### config.mk
export PLATFORM = sky130hd
export DESIGN_NAME = determinant_excitation_analyzer_core
export DESIGN_NICKNAME = d
export VERILOG_FILES = /design/src/dea_pkg.sv /design/src/dea_addr_pipe.sv /design/src/determinant_excitation_analyzer_core.sv
export SDC_FILE = /design/constraint.sdc
export NUM_CORES = 2
export LEC_CHECK = 0
export ABC_CLOCK_PERIOD_IN_PS = 11200
export BUFFER_PORTS_ARGS = -buffer_cell sky130_fd_sc_hd__clkbuf_2
export CORE_UTILIZATION = 64
export DETAILED_ROUTE_END_ITERATION = 10
export PLACE_DENSITY = 0.87
export SLEW_MARGIN = 40
export SYNTH_ARGS = -nofsm -noshare
export SYNTH_HDL_FRONTEND = slang
export SYNTH_SLANG_ARGS = --single-unit
### constraint.sdc
create_clock -name i_clk -period 11.2 [get_ports i_clk]
set_input_delay 2.24 -clock i_clk [delete_from_list [all_inputs] [get_ports i_clk]]
set_output_delay 2.24 -clock i_clk [all_outputs]
set_load 0.02 [all_outputs]
### src/dea_pkg.sv
// dea_pkg: shared constants, control struct and bit-string helper functions
// for the determinant excitation analyzer; no dependencies
`timescale 1ns / 1ps

package dea_pkg;

    localparam int STRING_BITS_DEF = 64;
    localparam int ORB_W           = 6;   // orbital index width
    localparam int CNT_W           = 7;   // orbital count / popcount width
    localparam int ADDR_W          = 24;  // flattened integral address width
    localparam int LEVEL_W         = 6;
    localparam int PDATA_W         = 32;
    localparam int PADDR_W         = 3;

    // register word indexes on the config port
    localparam logic REG_ORBITAL_COUNT = 1'b0;

    localparam logic [CNT_W-1:0] ORBITAL_COUNT_RST = 7'd64;

    localparam logic [LEVEL_W-1:0] LEVEL_SINGLE = 6'd1;
    localparam logic [LEVEL_W-1:0] LEVEL_DOUBLE = 6'd2;

    localparam logic [63:0] M1  = 64'h5555555555555555;
    localparam logic [63:0] M2  = 64'h3333333333333333;
    localparam logic [63:0] M4  = 64'h0f0f0f0f0f0f0f0f;
    localparam logic [63:0] M8  = 64'h00ff00ff00ff00ff;
    localparam logic [63:0] M16 = 64'h0000ffff0000ffff;
    localparam logic [63:0] M32 = 64'h00000000ffffffff;

    // load strobes for the address arithmetic stages
    typedef struct packed {
        logic ld4;
        logic ld5;
        logic ld6;
    } t_addr_ctl;

    function automatic logic [CNT_W-1:0] f_ones(input logic [63:0] x);
        logic [63:0] y;
        begin
            y = (x & M1) + ((x >> 1) & M1);
            y = (y & M2) + ((y >> 2) & M2);
            y = (y & M4) + ((y >> 4) & M4);
            y = (y & M8) + ((y >> 8) & M8);
            y = (y & M16) + ((y >> 16) & M16);
            y = (y & M32) + ((y >> 32) & M32);
            return y[CNT_W-1:0];
        end
    endfunction

    // position of the lowest set bit, zero for an empty string
    function automatic logic [ORB_W-1:0] f_lowest(input logic [63:0] x);
        logic [63:0]      iso;
        logic [ORB_W-1:0] c;
        begin
            iso = x & (~x + 64'd1);
            c   = 6'd63;
            if ((iso & M32) != 64'd0) c = c - 6'd32;
            if ((iso & M16) != 64'd0) c = c - 6'd16;
            if ((iso & M8) != 64'd0)  c = c - 6'd8;
            if ((iso & M4) != 64'd0)  c = c - 6'd4;
            if ((iso & M2) != 64'd0)  c = c - 6'd2;
            if ((iso & M1) != 64'd0)  c = c - 6'd1;
            if (x == 64'd0) c = 6'd0;
            return c;
        end
    endfunction

    // single bit at position k, empty when k reaches 64
    function automatic logic [63:0] f_bitat(input logic [CNT_W-1:0] k);
        begin
            return k[6] ? 64'd0 : (64'd1 << k[5:0]);
        end
    endfunction

    // parity of bits of s strictly between p and q (p and q taken in either order)
    function automatic logic f_parity_between(input logic [ORB_W-1:0] p,
                                              input logic [ORB_W-1:0] q,
                                              input logic [63:0] s);
        logic [ORB_W-1:0] hi;
        logic [ORB_W-1:0] lo;
        logic [63:0]      mask;
        begin
            hi   = (p > q) ? p : q;
            lo   = (p > q) ? q : p;
            mask = f_bitat({1'b0, hi}) - f_bitat(7'({1'b0, lo}) + 7'd1);
            return ^(s & mask);
        end
    endfunction

endpackage

### src/dea_addr_pipe.sv
// dea_addr_pipe: three-stage multiply-add chain for flattened integral
// addresses (horner form over the orbital count); uses dea_pkg
`timescale 1ns / 1ps

module dea_addr_pipe (
    input  logic                        i_clk,
    input  dea_pkg::t_addr_ctl          i_ctl,
    input  logic [dea_pkg::CNT_W-1:0]   i_n,
    input  logic [dea_pkg::ORB_W-1:0]   i_hole_low,
    input  logic [dea_pkg::ORB_W-1:0]   i_hole_high,
    input  logic [dea_pkg::ORB_W-1:0]   i_particle_low,
    input  logic [dea_pkg::ORB_W-1:0]   i_particle_high,
    output logic [dea_pkg::ADDR_W-1:0]  o_ai,
    output logic [dea_pkg::ADDR_W-1:0]  o_aibj,
    output logic [dea_pkg::ADDR_W-1:0]  o_ajbi
);

    localparam int W4 = 14;  // a*n + i
    localparam int W5 = 20;  // (a*n + i)*n + b
    localparam int WP = 27;  // full product of the last step

    // stage 4: a*n plus hole
    logic [W4-1:0] w_an;
    logic [W4-1:0] r_ai, r_aj;
    logic [dea_pkg::ORB_W-1:0] r4_i, r4_j, r4_b;

    // stage 5: times n plus b
    logic [W5-1:0] w_aib, w_ajb;
    logic [W5-1:0] r_aib, r_ajb;
    logic [W4-1:0] r5_ai;
    logic [dea_pkg::ORB_W-1:0] r5_i, r5_j;

    // stage 6: times n plus the other hole
    logic [WP-1:0] w_pi, w_pj;
    logic [dea_pkg::ADDR_W-1:0] n_aibj, n_ajbi;
    logic [dea_pkg::ADDR_W-1:0] r_aibj, r_ajbi, r6_ai;

    assign w_an  = W4'(i_particle_low) * W4'(i_n);
    assign w_aib = W5'(r_ai) * W5'(i_n) + W5'(r4_b);
    assign w_ajb = W5'(r_aj) * W5'(i_n) + W5'(r4_b);
    assign w_pi  = WP'(r_aib) * WP'(i_n);
    assign w_pj  = WP'(r_ajb) * WP'(i_n);
    assign n_aibj = w_pi[dea_pkg::ADDR_W-1:0] + dea_pkg::ADDR_W'(r5_j);
    assign n_ajbi = w_pj[dea_pkg::ADDR_W-1:0] + dea_pkg::ADDR_W'(r5_i);

    always_ff @(posedge i_clk) begin
        if (i_ctl.ld4) begin
            r_ai <= w_an + W4'(i_hole_low);
            r_aj <= w_an + W4'(i_hole_high);
            r4_i <= i_hole_low;
            r4_j <= i_hole_high;
            r4_b <= i_particle_high;
        end
        if (i_ctl.ld5) begin
            r_aib <= w_aib;
            r_ajb <= w_ajb;
            r5_ai <= r_ai;
            r5_i  <= r4_i;
            r5_j  <= r4_j;
        end
        if (i_ctl.ld6) begin
            r_aibj <= n_aibj;
            r_ajbi <= n_ajbi;
            r6_ai  <= dea_pkg::ADDR_W'(r5_ai);
        end
    end

    assign o_ai   = r6_ai;
    assign o_aibj = r_aibj;
    assign o_ajbi = r_ajbi;

endmodule

### src/determinant_excitation_analyzer_core.sv
// determinant_excitation_analyzer_core: top level, compares two occupation bit strings
// and reports excitation level, orbitals, phase and addresses; uses dea_pkg, dea_addr_pipe
// six register stages lie between the input transfer and o_valid; one transfer per
// cycle is sustained while i_ready stays high
// each stage has its own valid bit, so bubbles fill even while output stalls
// reset (i_rst_n low, synchronous): pipeline empty, orbital_count = 64
`timescale 1ns / 1ps

module determinant_excitation_analyzer_core #(
    parameter int STRING_BITS = dea_pkg::STRING_BITS_DEF
) (
    input  logic                          i_clk,
    input  logic                          i_rst_n,
    // apb-style configuration port
    input  logic                          psel,
    input  logic                          penable,
    input  logic                          pwrite,
    input  logic [dea_pkg::PADDR_W-1:0]   paddr,
    input  logic [dea_pkg::PDATA_W-1:0]   pwdata,
    output logic [dea_pkg::PDATA_W-1:0]   prdata,
    output logic                          pready,
    // input channel
    input  logic                          i_valid,
    output logic                          o_ready,
    input  logic [63:0]                   i_det_left,
    input  logic [63:0]                   i_det_right,
    // result channel
    output logic                          o_valid,
    input  logic                          i_ready,
    output logic [dea_pkg::LEVEL_W-1:0]   o_level,
    output logic [dea_pkg::ORB_W-1:0]     o_hole_low,
    output logic [dea_pkg::ORB_W-1:0]     o_hole_high,
    output logic [dea_pkg::ORB_W-1:0]     o_particle_low,
    output logic [dea_pkg::ORB_W-1:0]     o_particle_high,
    output logic                          o_sign_negative,
    output logic                          o_crossed,
    output logic [dea_pkg::ADDR_W-1:0]    o_first_index,
    output logic [dea_pkg::ADDR_W-1:0]    o_second_index
);

    localparam int SB = STRING_BITS;
    localparam int NSTG = 6;
    localparam int ORB_W = dea_pkg::ORB_W;
    localparam int CNT_W = dea_pkg::CNT_W;
    localparam int LEVEL_W = dea_pkg::LEVEL_W;

    // ---------------------------------------------------------------
    // configuration register
    // ---------------------------------------------------------------
    logic [CNT_W-1:0] r_orbital_count;
    logic             w_cfg_wr;
    logic             w_reg_sel;

    assign pready    = 1'b1;
    assign w_reg_sel = (paddr[2] == dea_pkg::REG_ORBITAL_COUNT);
    assign w_cfg_wr  = psel & penable & pwrite & pready & w_reg_sel;
    // low address bits only pick bytes inside a word and are ignored
    assign prdata    = w_reg_sel ? dea_pkg::PDATA_W'(r_orbital_count) : '0;

    always_ff @(posedge i_clk) begin
        if (!i_rst_n) begin
            r_orbital_count <= dea_pkg::ORBITAL_COUNT_RST;
        end else if (w_cfg_wr) begin
            r_orbital_count <= pwdata[CNT_W-1:0];
        end
    end

    // ---------------------------------------------------------------
    // pipeline flow control: a stage loads when empty or when the
    // stage after it moves on
    // ---------------------------------------------------------------
    logic [NSTG:1] r_vld;
    logic [NSTG:1] w_ld;

    always_comb begin
        w_ld[NSTG] = !r_vld[NSTG] || i_ready;
        for (int k = NSTG - 1; k >= 1; k--) begin
            w_ld[k] = !r_vld[k] || w_ld[k+1];
        end
    end

    assign o_ready = w_ld[1];
    assign o_valid = r_vld[NSTG];

    always_ff @(posedge i_clk) begin
        if (!i_rst_n) begin
            r_vld <= '0;
        end else begin
            if (w_ld[1]) begin
                r_vld[1] <= i_valid;
            end
            for (int k = 2; k <= NSTG; k++) begin
                if (w_ld[k]) begin
                    r_vld[k] <= r_vld[k-1];
                end
            end
        end
    end

    // ---------------------------------------------------------------
    // stage 1: trim to the string width, split into holes and particles
    // ---------------------------------------------------------------
    logic [SB-1:0] w_left, w_right;
    logic [SB-1:0] r1_left, r1_holes, r1_parts;

    assign w_left  = i_det_left[SB-1:0];
    assign w_right = i_det_right[SB-1:0];

    always_ff @(posedge i_clk) begin
        if (w_ld[1]) begin
            r1_left  <= w_left;
            r1_holes <= w_left & ~w_right;
            r1_parts <= w_right & ~w_left;
        end
    end

    // ---------------------------------------------------------------
    // stage 2: hole and particle counts, lowest of each, and the strings
    // with their lowest bit cleared for the second search
    // ---------------------------------------------------------------
    logic [CNT_W-1:0] r2_nh, r2_np;
    logic [ORB_W-1:0] r2_i, r2_a;
    logic [SB-1:0]    r2_left, r2_holes2, r2_parts2;

    always_ff @(posedge i_clk) begin
        if (w_ld[2]) begin
            r2_nh     <= dea_pkg::f_ones(64'(r1_holes));
            r2_np     <= dea_pkg::f_ones(64'(r1_parts));
            r2_i      <= dea_pkg::f_lowest(64'(r1_holes));
            r2_a      <= dea_pkg::f_lowest(64'(r1_parts));
            r2_left   <= r1_left;
            r2_holes2 <= r1_holes & (r1_holes - SB'(1));
            r2_parts2 <= r1_parts & (r1_parts - SB'(1));
        end
    end

    // ---------------------------------------------------------------
    // stage 3: excitation level and the orbitals it keeps
    // ---------------------------------------------------------------
    logic [CNT_W:0]   w_sum;
    logic [LEVEL_W-1:0] w_level;
    logic [ORB_W-1:0] w_j0, w_b0;
    logic [ORB_W-1:0] n3_i, n3_j, n3_a, n3_b;
    logic [LEVEL_W-1:0] r3_level;
    logic [ORB_W-1:0] r3_i, r3_j, r3_a, r3_b;
    logic [SB-1:0]    r3_left;

    assign w_sum   = (CNT_W + 1)'(r2_nh) + (CNT_W + 1)'(r2_np);
    assign w_level = w_sum[LEVEL_W:1];
    assign w_j0    = dea_pkg::f_lowest(64'(r2_holes2));
    assign w_b0    = dea_pkg::f_lowest(64'(r2_parts2));

    always_comb begin
        // no-excitation and triple-or-higher: lowest hole and particle only
        n3_i = r2_i;
        n3_a = r2_a;
        n3_j = '0;
        n3_b = '0;
        if (w_level == dea_pkg::LEVEL_SINGLE) begin
            n3_i = (r2_nh == CNT_W'(1)) ? r2_i : '0;
            n3_a = (r2_np == CNT_W'(1)) ? r2_a : '0;
        end else if (w_level == dea_pkg::LEVEL_DOUBLE) begin
            // a third hole (or particle) without its partner zeroes both
            n3_i = (r2_nh == CNT_W'(1) || r2_nh == CNT_W'(2)) ? r2_i : '0;
            n3_j = (r2_nh == CNT_W'(2)) ? w_j0 : '0;
            n3_a = (r2_np == CNT_W'(1) || r2_np == CNT_W'(2)) ? r2_a : '0;
            n3_b = (r2_np == CNT_W'(2)) ? w_b0 : '0;
        end
    end

    always_ff @(posedge i_clk) begin
        if (w_ld[3]) begin
            r3_level <= w_level;
            r3_i     <= n3_i;
            r3_j     <= n3_j;
            r3_a     <= n3_a;
            r3_b     <= n3_b;
            r3_left  <= r2_left;
        end
    end

    // ---------------------------------------------------------------
    // stage 4: ordering flag and fermionic phase
    // ---------------------------------------------------------------
    logic w_is_single, w_is_double, w_crossed;
    logic w_par_a, w_par_b, w_neg;
    logic [LEVEL_W-1:0] r4_level;
    logic [ORB_W-1:0]   r4_i, r4_j, r4_a, r4_b;
    logic               r4_neg, r4_crossed;

    assign w_is_single = (r3_level == dea_pkg::LEVEL_SINGLE);
    assign w_is_double = (r3_level == dea_pkg::LEVEL_DOUBLE);
    assign w_crossed   = w_is_double && ((r3_a > r3_j) || (r3_i > r3_b));

    // crossed pairs are (b,i),(a,j); otherwise (b,j),(a,i); a single uses (a,i)
    assign w_par_a = dea_pkg::f_parity_between(r3_a, w_crossed ? r3_j : r3_i,
                                               64'(r3_left));
    assign w_par_b = dea_pkg::f_parity_between(r3_b, w_crossed ? r3_i : r3_j,
                                               64'(r3_left));
    assign w_neg   = w_is_single ? w_par_a :
                     w_is_double ? (w_par_a ^ w_par_b) : 1'b0;

    always_ff @(posedge i_clk) begin
        if (w_ld[4]) begin
            r4_level   <= r3_level;
            r4_i       <= r3_i;
            r4_j       <= r3_j;
            r4_a       <= r3_a;
            r4_b       <= r3_b;
            r4_neg     <= w_neg;
            r4_crossed <= w_crossed;
        end
    end

    // ---------------------------------------------------------------
    // address chain runs beside stages 4 to 6
    // ---------------------------------------------------------------
    dea_pkg::t_addr_ctl w_addr_ctl;
    logic [dea_pkg::ADDR_W-1:0] w_ai, w_aibj, w_ajbi;

    assign w_addr_ctl.ld4 = w_ld[4];
    assign w_addr_ctl.ld5 = w_ld[5];
    assign w_addr_ctl.ld6 = w_ld[6];

    dea_addr_pipe u_addr (
        .i_clk           (i_clk),
        .i_ctl           (w_addr_ctl),
        .i_n             (r_orbital_count),
        .i_hole_low      (r3_i),
        .i_hole_high     (r3_j),
        .i_particle_low  (r3_a),
        .i_particle_high (r3_b),
        .o_ai            (w_ai),
        .o_aibj          (w_aibj),
        .o_ajbi          (w_ajbi)
    );

    // ---------------------------------------------------------------
    // stages 5 and 6: carry the result fields alongside the multipliers
    // ---------------------------------------------------------------
    logic [LEVEL_W-1:0] r5_level, r6_level;
    logic [ORB_W-1:0]   r5_i, r5_j, r5_a, r5_b;
    logic [ORB_W-1:0]   r6_i, r6_j, r6_a, r6_b;
    logic               r5_neg, r5_crossed, r6_neg, r6_crossed;

    always_ff @(posedge i_clk) begin
        if (w_ld[5]) begin
            r5_level   <= r4_level;
            r5_i       <= r4_i;
            r5_j       <= r4_j;
            r5_a       <= r4_a;
            r5_b       <= r4_b;
            r5_neg     <= r4_neg;
            r5_crossed <= r4_crossed;
        end
        if (w_ld[6]) begin
            r6_level   <= r5_level;
            r6_i       <= r5_i;
            r6_j       <= r5_j;
            r6_a       <= r5_a;
            r6_b       <= r5_b;
            r6_neg     <= r5_neg;
            r6_crossed <= r5_crossed;
        end
    end

    // output select: single gives a*n+i, double orders its two addresses
    always_comb begin
        o_first_index  = '0;
        o_second_index = '0;
        if (r6_level == dea_pkg::LEVEL_SINGLE) begin
            o_first_index = w_ai;
        end else if (r6_level == dea_pkg::LEVEL_DOUBLE) begin
            o_first_index  = r6_crossed ? w_ajbi : w_aibj;
            o_second_index = r6_crossed ? w_aibj : w_ajbi;
        end
    end

    assign o_level         = r6_level;
    assign o_hole_low      = r6_i;
    assign o_hole_high     = r6_j;
    assign o_particle_low  = r6_a;
    assign o_particle_high = r6_b;
    assign o_sign_negative = r6_neg;
    assign o_crossed       = r6_crossed;

endmodule
Word-level counts from Yosys, hierarchy flattened:

Index checks and enable logic that the tools add are counted.

* flip-flop bits (word level): 757
* output and inout bits: 115
* logic and storage cells: 255

* add/subtract/negate cells: 49
* $mul: 5
* magnitude comparators: 4
* equal/unequal tests: 10
* shifts and indexed selects: 4
* multiplexer cells: 59
* bitwise gates (word level): 24
* reductions and logical operators: 48

Operator list (number)
* 64-bit nonzero test: 24
* 64-bit AND: 6
* 6-bit 2-to-1 mux: 48
* 64-bit zero test: 4
* 1-bit by 6-bit << shifter with 64-bit output, first input constant: 4
* 63-bit by 1-bit adder with 63-bit output, second input constant: 4
* 63-bit AND: 4
* 63-bit NOT: 4
* 24-bit 2-to-1 mux: 6
* 63-bit by 63-bit adder with 64-bit output: 2
* 64-bit 2-to-1 mux: 2
* 64-bit NOT: 2
* 64-bit XOR reduction: 2
* 64-bit by 1-bit subtractor with 64-bit output, second input constant: 2
* 64-bit subtractor: 2
* 62-bit by 62-bit adder with 63-bit output: 2
* 60-bit by 59-bit adder with 61-bit output: 2
* 55-bit by 53-bit adder with 55-bit output: 2
* 39-bit adder: 2
* 24-bit by 6-bit adder with 24-bit output: 2
* 20-bit by 7-bit multiplier with 24-bit output: 2
* 20-bit by 6-bit adder with 20-bit output: 2
* 14-bit by 7-bit multiplier with 20-bit output: 2
* 13-bit by 6-bit adder with 14-bit output: 2
* other kinds (22): 69

Longest topological paths before layout:

* word-level depth: 21
* mapped depth: 46

Hierarchy:

A second synthesis with hierarchy kept.

* cell total of the unflattened synthesis: 6537
* area, all modules: 66257.3 um^2

By module, submodules not included
* determinant_excitation_analyzer_core: times used 1, cells an instance 4247, area each 43250.2 um^2, sequential area each 18217.5 um^2
* dea_addr_pipe: times used 1, cells an instance 2290, area each 23007.1 um^2, sequential area each 5225.0 um^2

Worst setup path before layout:

OpenSTA, ideal clock, no wires.

* path type: reg-to-reg
* start point: register r3_b[3]
* end point: register r4_neg (data pin)
* setup time: 0.255 ns
* arrival: 9.855 ns
* data required time: 10.945 ns
* setup slack: 1.090 ns
* cell stages (with the launch flop): 44
* cell sequence: edfxtp_1 -> inv_1 -> ha_1 -> a21o_1 -> a21o_1 -> a221oi_1 -> a31oi_1 -> o211ai_2 -> clkbuf_1 -> nor2_1 -> a21oi_1 -> ha_1 -> a21o_1 -> a21oi_1 -> o21ai_0 -> o21ai_0 -> clkbuf_1 -> clkbuf_1 -> [... 8 more ...] -> o21ai_0 -> a21oi_1 -> xnor2_1 -> xnor2_1 -> xnor2_1 -> xnor3_1 -> xnor2_1 -> xnor3_1 -> xor2_1 -> xnor3_2 -> xnor3_1 -> xnor3_1 -> xnor3_1 -> xnor2_1 -> xnor3_1 -> xnor3_1 -> a21oi_1 -> nor2b_1

* cells in the longest elaborated chain, start to end: 15
* elaborated cells on any way between the ends: 28
* those cells by class: add/sub: 4; order compare: 3; shift: 4; mux: 10; bitwise: 3; reduce/logical: 4

Ends and longest elaborated chain
* start, declared: line determinant_excitation_analyzer_core.sv:145 `logic [ORB_W-1:0] r3_i, r3_j, r3_a, r3_b;`
* start signal, assigned: line determinant_excitation_analyzer_core.sv:177 `r3_b <= n3_b;`
* 6-bit greater-than comparator: line determinant_excitation_analyzer_core.sv:193 `assign w_crossed = w_is_double && ((r3_a > r3_j) || (r3_i > r3_b));`
* 1-bit logical OR: line determinant_excitation_analyzer_core.sv:193
* 1-bit logical AND: line determinant_excitation_analyzer_core.sv:193
* 6-bit 2-to-1 mux, on equally long branches: line determinant_excitation_analyzer_core.sv:196, determinant_excitation_analyzer_core.sv:198
* 6-bit greater-than comparator: line dea_pkg.sv:83, dea_pkg.sv:84
* 6-bit 2-to-1 mux: line dea_pkg.sv:84 `lo = (p > q) ? q : p;`
* 6-bit by 1-bit adder with 7-bit output: line dea_pkg.sv:85 `mask = f_bitat({1'b0, hi}) - f_bitat(7'({1'b0, lo}) + 7'd1);`
* 1-bit by 6-bit << shifter with 64-bit output: line dea_pkg.sv:71 `return k[6] ? 64'd0 : (64'd1 << k[5:0]);`
* 64-bit 2-to-1 mux: line dea_pkg.sv:71
* 64-bit subtractor: line dea_pkg.sv:85
* 64-bit AND: line dea_pkg.sv:86 `return ^(s & mask);`
* 64-bit XOR reduction: line dea_pkg.sv:86
* 1-bit XOR: line determinant_excitation_analyzer_core.sv:201 `w_is_double ? (w_par_a ^ w_par_b) : 1'b0;`
* 1-bit 2-to-1 mux: line determinant_excitation_analyzer_core.sv:201
* 1-bit 2-to-1 mux *: line determinant_excitation_analyzer_core.sv:200 `assign w_neg = w_is_single ? w_par_a :`
* named net w_neg: line determinant_excitation_analyzer_core.sv:186 `logic w_par_a, w_par_b, w_neg;`
* end signal, assigned: line determinant_excitation_analyzer_core.sv:210 `r4_neg <= w_neg;`
* end, declared: line determinant_excitation_analyzer_core.sv:189 `logic r4_neg, r4_crossed;`

The timed path passes the listed nets; every way through them passes the cells marked *.
A chain may end at the register's enable or synchronous reset.

Worst setup path in the final report:

* start point: register r3_j[3]
* end point: register r4_neg (data pin)

* cells in the longest elaborated chain, start to end: 15
* elaborated cells on any way between the ends: 28
* those cells by class: add/sub: 4; order compare: 3; shift: 4; mux: 10; bitwise: 3; reduce/logical: 4

Ends and longest elaborated chain
* start, declared: line determinant_excitation_analyzer_core.sv:145
* start signal, assigned: line determinant_excitation_analyzer_core.sv:175 `r3_j <= n3_j;`
* 6-bit greater-than comparator: line determinant_excitation_analyzer_core.sv:193
* 1-bit logical OR: line determinant_excitation_analyzer_core.sv:193
* 1-bit logical AND: line determinant_excitation_analyzer_core.sv:193
* 6-bit 2-to-1 mux, on equally long branches: line determinant_excitation_analyzer_core.sv:196, determinant_excitation_analyzer_core.sv:198
* 6-bit greater-than comparator: line dea_pkg.sv:83, dea_pkg.sv:84
* 6-bit 2-to-1 mux: line dea_pkg.sv:84
* 6-bit by 1-bit adder with 7-bit output: line dea_pkg.sv:85
* 1-bit by 6-bit << shifter with 64-bit output: line dea_pkg.sv:71
* 64-bit 2-to-1 mux: line dea_pkg.sv:71
* 64-bit subtractor: line dea_pkg.sv:85
* 64-bit AND: line dea_pkg.sv:86
* 64-bit XOR reduction: line dea_pkg.sv:86
* 1-bit XOR: line determinant_excitation_analyzer_core.sv:201
* 1-bit 2-to-1 mux: line determinant_excitation_analyzer_core.sv:201
* 1-bit 2-to-1 mux *: line determinant_excitation_analyzer_core.sv:200
* named net w_neg: line determinant_excitation_analyzer_core.sv:186

Marks and branches as above.

==> results.py <==
metrics = {
    "setup_path": {
        "critical_path.slowest_cell": "edfxtp_1",
        "cp_data_arrival_time_ns": 11.07,
        "criticalPathCategory": "reg2reg",
        "worst_setup_path_start_kind": "flop",
        "critical-path-max-stage-delay_ns": 0.47,
        "critical_path.max_fanout": 22,
        "cpLargestDelayFamily": "compound AO/OA/AOI/OAI gates",
        "worst_r2r_path_depth": 40,
        "critical_path.endpoint_type": "flop",
        "r2r_setup_slack_ns": 0.54,
        "worstPathRequired_ns": 11.61,
        "timing.rr.start": "r3_j[3]",
        "cp_num_buf_inv": 5,
        "critPathMostFrequentCell": "xnor3_1",
        "r2r_end": "r4_neg",
    },
    "clock_network": {
        "clkSinkCount": 755,
        "numCtsBuffers": 82,
        "tritoncts": "yes",
        "clkLatencyLatePin_ns": 0.68,
        "cts.root.buffer_cell": "clkbuf_16",
        "htree_num_levels": 3,
        "cts_max_path_buffers": 3,
        "cts_hold_buffers": 0,
        "cts.clk_slew.worst_paths_ns": 0.06,
    },
    "global_route": {
        "grt_first_pass_wirelength_um": 284000,
        "global_route.overflow_total": 0,
        "maximum_number_of_pins_on_one_net_before_global_route_repair": 102,
        "initial_antenna_violation_count": 11,
        "grt_pass1_vias": 49000,
        "grt_util_all_layers": 0.378,
    },
    "layout": {
        "post_layout_nonfiller_instances": 7844,
        "count_of_nets_after_finishing": 7729,
        "layout-drive-gt1-share": 0.0864,
        "final_design_area_no_fill_mm2": 0.0693,
        "area_growth_pct": 9.70,
    },
    "routing": {
        "post_drt_via_cell_ratio": 6.26,
        "wl_per_instance_um": 23.9,
        "totalWireLength_um": 188000,
        "remaining_drc_errors": 0,
        "num_vias": 49100,
        "detailedRoute.firstIterationViolations": 5513,
        "detailed_routing_iteration_count_for_the_pre_antenna_repair_pass": 8,
        "antenna_violating_nets_post_route": 0,
    },
    "hold_path": {
        "worstHoldPathType": "reg2reg",
        "timing.hold.worst.start": "r5_a[0]",
        "endpoint_worst_hold": "o_particle_low[0]",
        "hold_depth": 0,
    },
    "yosys": {
        "yosysWarnings": 0,
        "syn_avg_cell_area_um2": 10.2,
        "most_repeated_cell_in_the_gate_level_netlist_after_synthesis": "edfxtp_1",
        "mappedNetlistArea_mm2": 0.0631,
        "ys_dominant_reg_cell": "edfxtp_1",
        "yosys.area.top_type_share": 0.353,
        "async_reset_ff_frac": 0,
        "synth_top_area_cell": "edfxtp_1",
        "ys_top_cells_by_count": "edfxtp_1 (742), nand2_1 (679), ha_1 (656), inv_1 (582), nor2_1 (488)",
        "netlist-cell-type-count": 92,
        "synth_enable_flop_cells": 742,
        "netlist_top_cells_area": "edfxtp_1 (35%), ha_1 (13%), fa_1 (13%)",
        "ys_ff_latch": 755,
        "synth_cells": 6191,
        "yosysSeqAreaShare": 0.357,
    },
    "place": {
        "dp_hpwl_um": 148000,
        "number_of_placed_cells_counting_well_taps": 7686,
        "place.gp.congestion": 1.01,
        "postPlaceCellArea_mm2": 0.0664,
        "numPortBuffers": 231,
    },
    "sta": {
        "fmax_ghz": 0.0938,
        "tns_ns": 0,
        "worst_pin_slew_ns": 0.814,
        "max_slew_margin": 0.444,
        "setup_viol": 0,
        "final-max-slew-violation-count": 0,
        "finalCriticalPeriod_ns": 10.66,
        "final_hold_viol_count": 0,
        "finalClockSkew_ns": 0.0455,
        "period_share": 0.951,
    },
    "power": {
        "power_per_cell_area_mw_per_mm2": 377,
        "clock_power_share": 0.106,
        "total_power_mw": 26.1,
        "power_frac_seq": 0.163,
        "p_int_mw": 15.5,
        "worst_ir_drop_vdd_mv": 1.13,
        "cellLeakagePower_nw": 33.2,
        "total_switching_power_mw": 10.6,
        "switching_power_as_a_share_of_total_power": 0.407,
        "comb_power_share": 0.731,
    },
    "floorplanning": {
        "full_die_area_mm2": 0.0999,
        "die_w_um": 316,
        "row_count": 114,
        "floorplan.initialDensity": 0.650,
        "core_area_mm2": 0.0971,
        "dieHeight_um": 316,
        "top_level_ports": 285,
    },
    "flow_run": {
        "drv_cap": 0,
    },
    "outcome": {
        "run_status": "complete, no violations",
    },
}
how the worst max path moves through the flow:
stage / startpoint / endpoint / slack, ns / cells after the start
after global routing: r3_j[3] / r4_neg / -0.01 / 43
final: r3_j[3] / r4_neg / 0.54 / 40
after global placement: r3_b[2] / r4_neg / 0.67 / 42
after floorplan: r3_b[3] / r4_neg / 1.09 / 43
after CTS: r3_b[2] / r4_neg / 0.44 / 38
after detailed placement: r3_b[2] / r4_neg / 0.52 / 36
flip-flops by register name (all words and copies together), names as in the netlist, 20 cells and up:
| signal | cells |
|---|---|
| u_addr.r_ajb | 20 |
| r3_left | 64 |
| u_addr.r_aib | 20 |
| r1_holes | 64 |
| u_addr.o_ajbi | 24 |
| r1_parts | 64 |
| r1_left | 64 |
| r2_holes2 | 63 |
| u_addr.o_aibj | 24 |
| r2_parts2 | 63 |
| r2_left | 64 |
power by group through the flow:
| stage | Sequential [mW] | Clock, mW | Combinational [mW] |
|---|---|---|---|
| 2_1_floorplan | 4.04 | 0 | 15.3 |
| 3_3_place_gp | 4.23 | 0 | 18.4 |
| 3_5_place_dp | 4.25 | 0 | 18.7 |
| 4_1_cts | 4.20 | 2.79 | 18.7 |
| 5_1_grt | 4.26 | 2.90 | 20.1 |
| 6_report | 4.24 | 2.77 | 19.1 |
kinds of logic after synthesis:
| logic type | after synthesis | share of synthesized area |
|---|---|---|
| adder cells (fa/ha/maj) | 1059 | 0.258 |
| flip-flops | 755 | 0.357 |
| multiplexers | 68 | 0.0108 |
| AO/OA/AOI/OAI | 1014 | 0.103 |
| XOR/XNOR | 370 | 0.0575 |
| buffers and inverters | 754 | 0.0464 |
| AND/OR/NAND/NOR | 2169 | 0.167 |
| other | 2 | 0.000119 |
cell usage in the layout (no fill, tap or decap), types with 49 or more instances in the layout:
| master | n |
|---|---|
| mux2i_1 | 64 |
| ha_1 | 656 |
| clkbuf_16 | 83 |
| a21o_1 | 170 |
| and3_1 | 49 |
| o21ai_0 | 176 |
| nor3_1 | 113 |
| xor2_1 | 97 |
| a31oi_1 | 71 |
| buf_4 | 130 |
| a21oi_1 | 296 |
| clkbuf_2 | 231 |
| inv_1 | 579 |
| nand2_1 | 677 |
| and2_1 | 317 |
| nand3_1 | 101 |
| xnor2_1 | 244 |
| nor2_1 | 487 |
| edfxtp_1 | 742 |
| nand4_1 | 54 |
| fa_1 | 402 |
| nor2b_1 | 189 |
layer usage:
metal	GRT usage	wire, µm
met1	0.488	70900
met2	0.605	86900
met3	0.0693	18000
met4	0.210	11900
met5	0	85
through the flow:
stage,utilization,setup WS [ns],hold WS [ns]
finish,0.713,0.544,0.414
floorplan,-,1.09,0.400
detailed placement,0.683,0.521,0.405
global placement,0.683,0.666,0.400
CTS,0.711,0.441,0.414
global route,0.713,-0.0141,0.413
final cells by class:
type / count / area [µm²]
tap: 1276 / 1600
antenna: 2 / 5.00
clock buffer: 99 / 2140
clock inverter: 50 / 581
sequential: 755 / 22600
inverter: 582 / 2190
fill: 6714 / 27900
multi-input combinational: 4710 / 37900
timing repair buffer: 370 / 2290
repair_timing:
item,in CTS,in global routing
setup endpoints to repair,0,1
gates resized for setup,0,16
buffers inserted,0,6
Note: power is estimated with default switching activity, not from simulation.
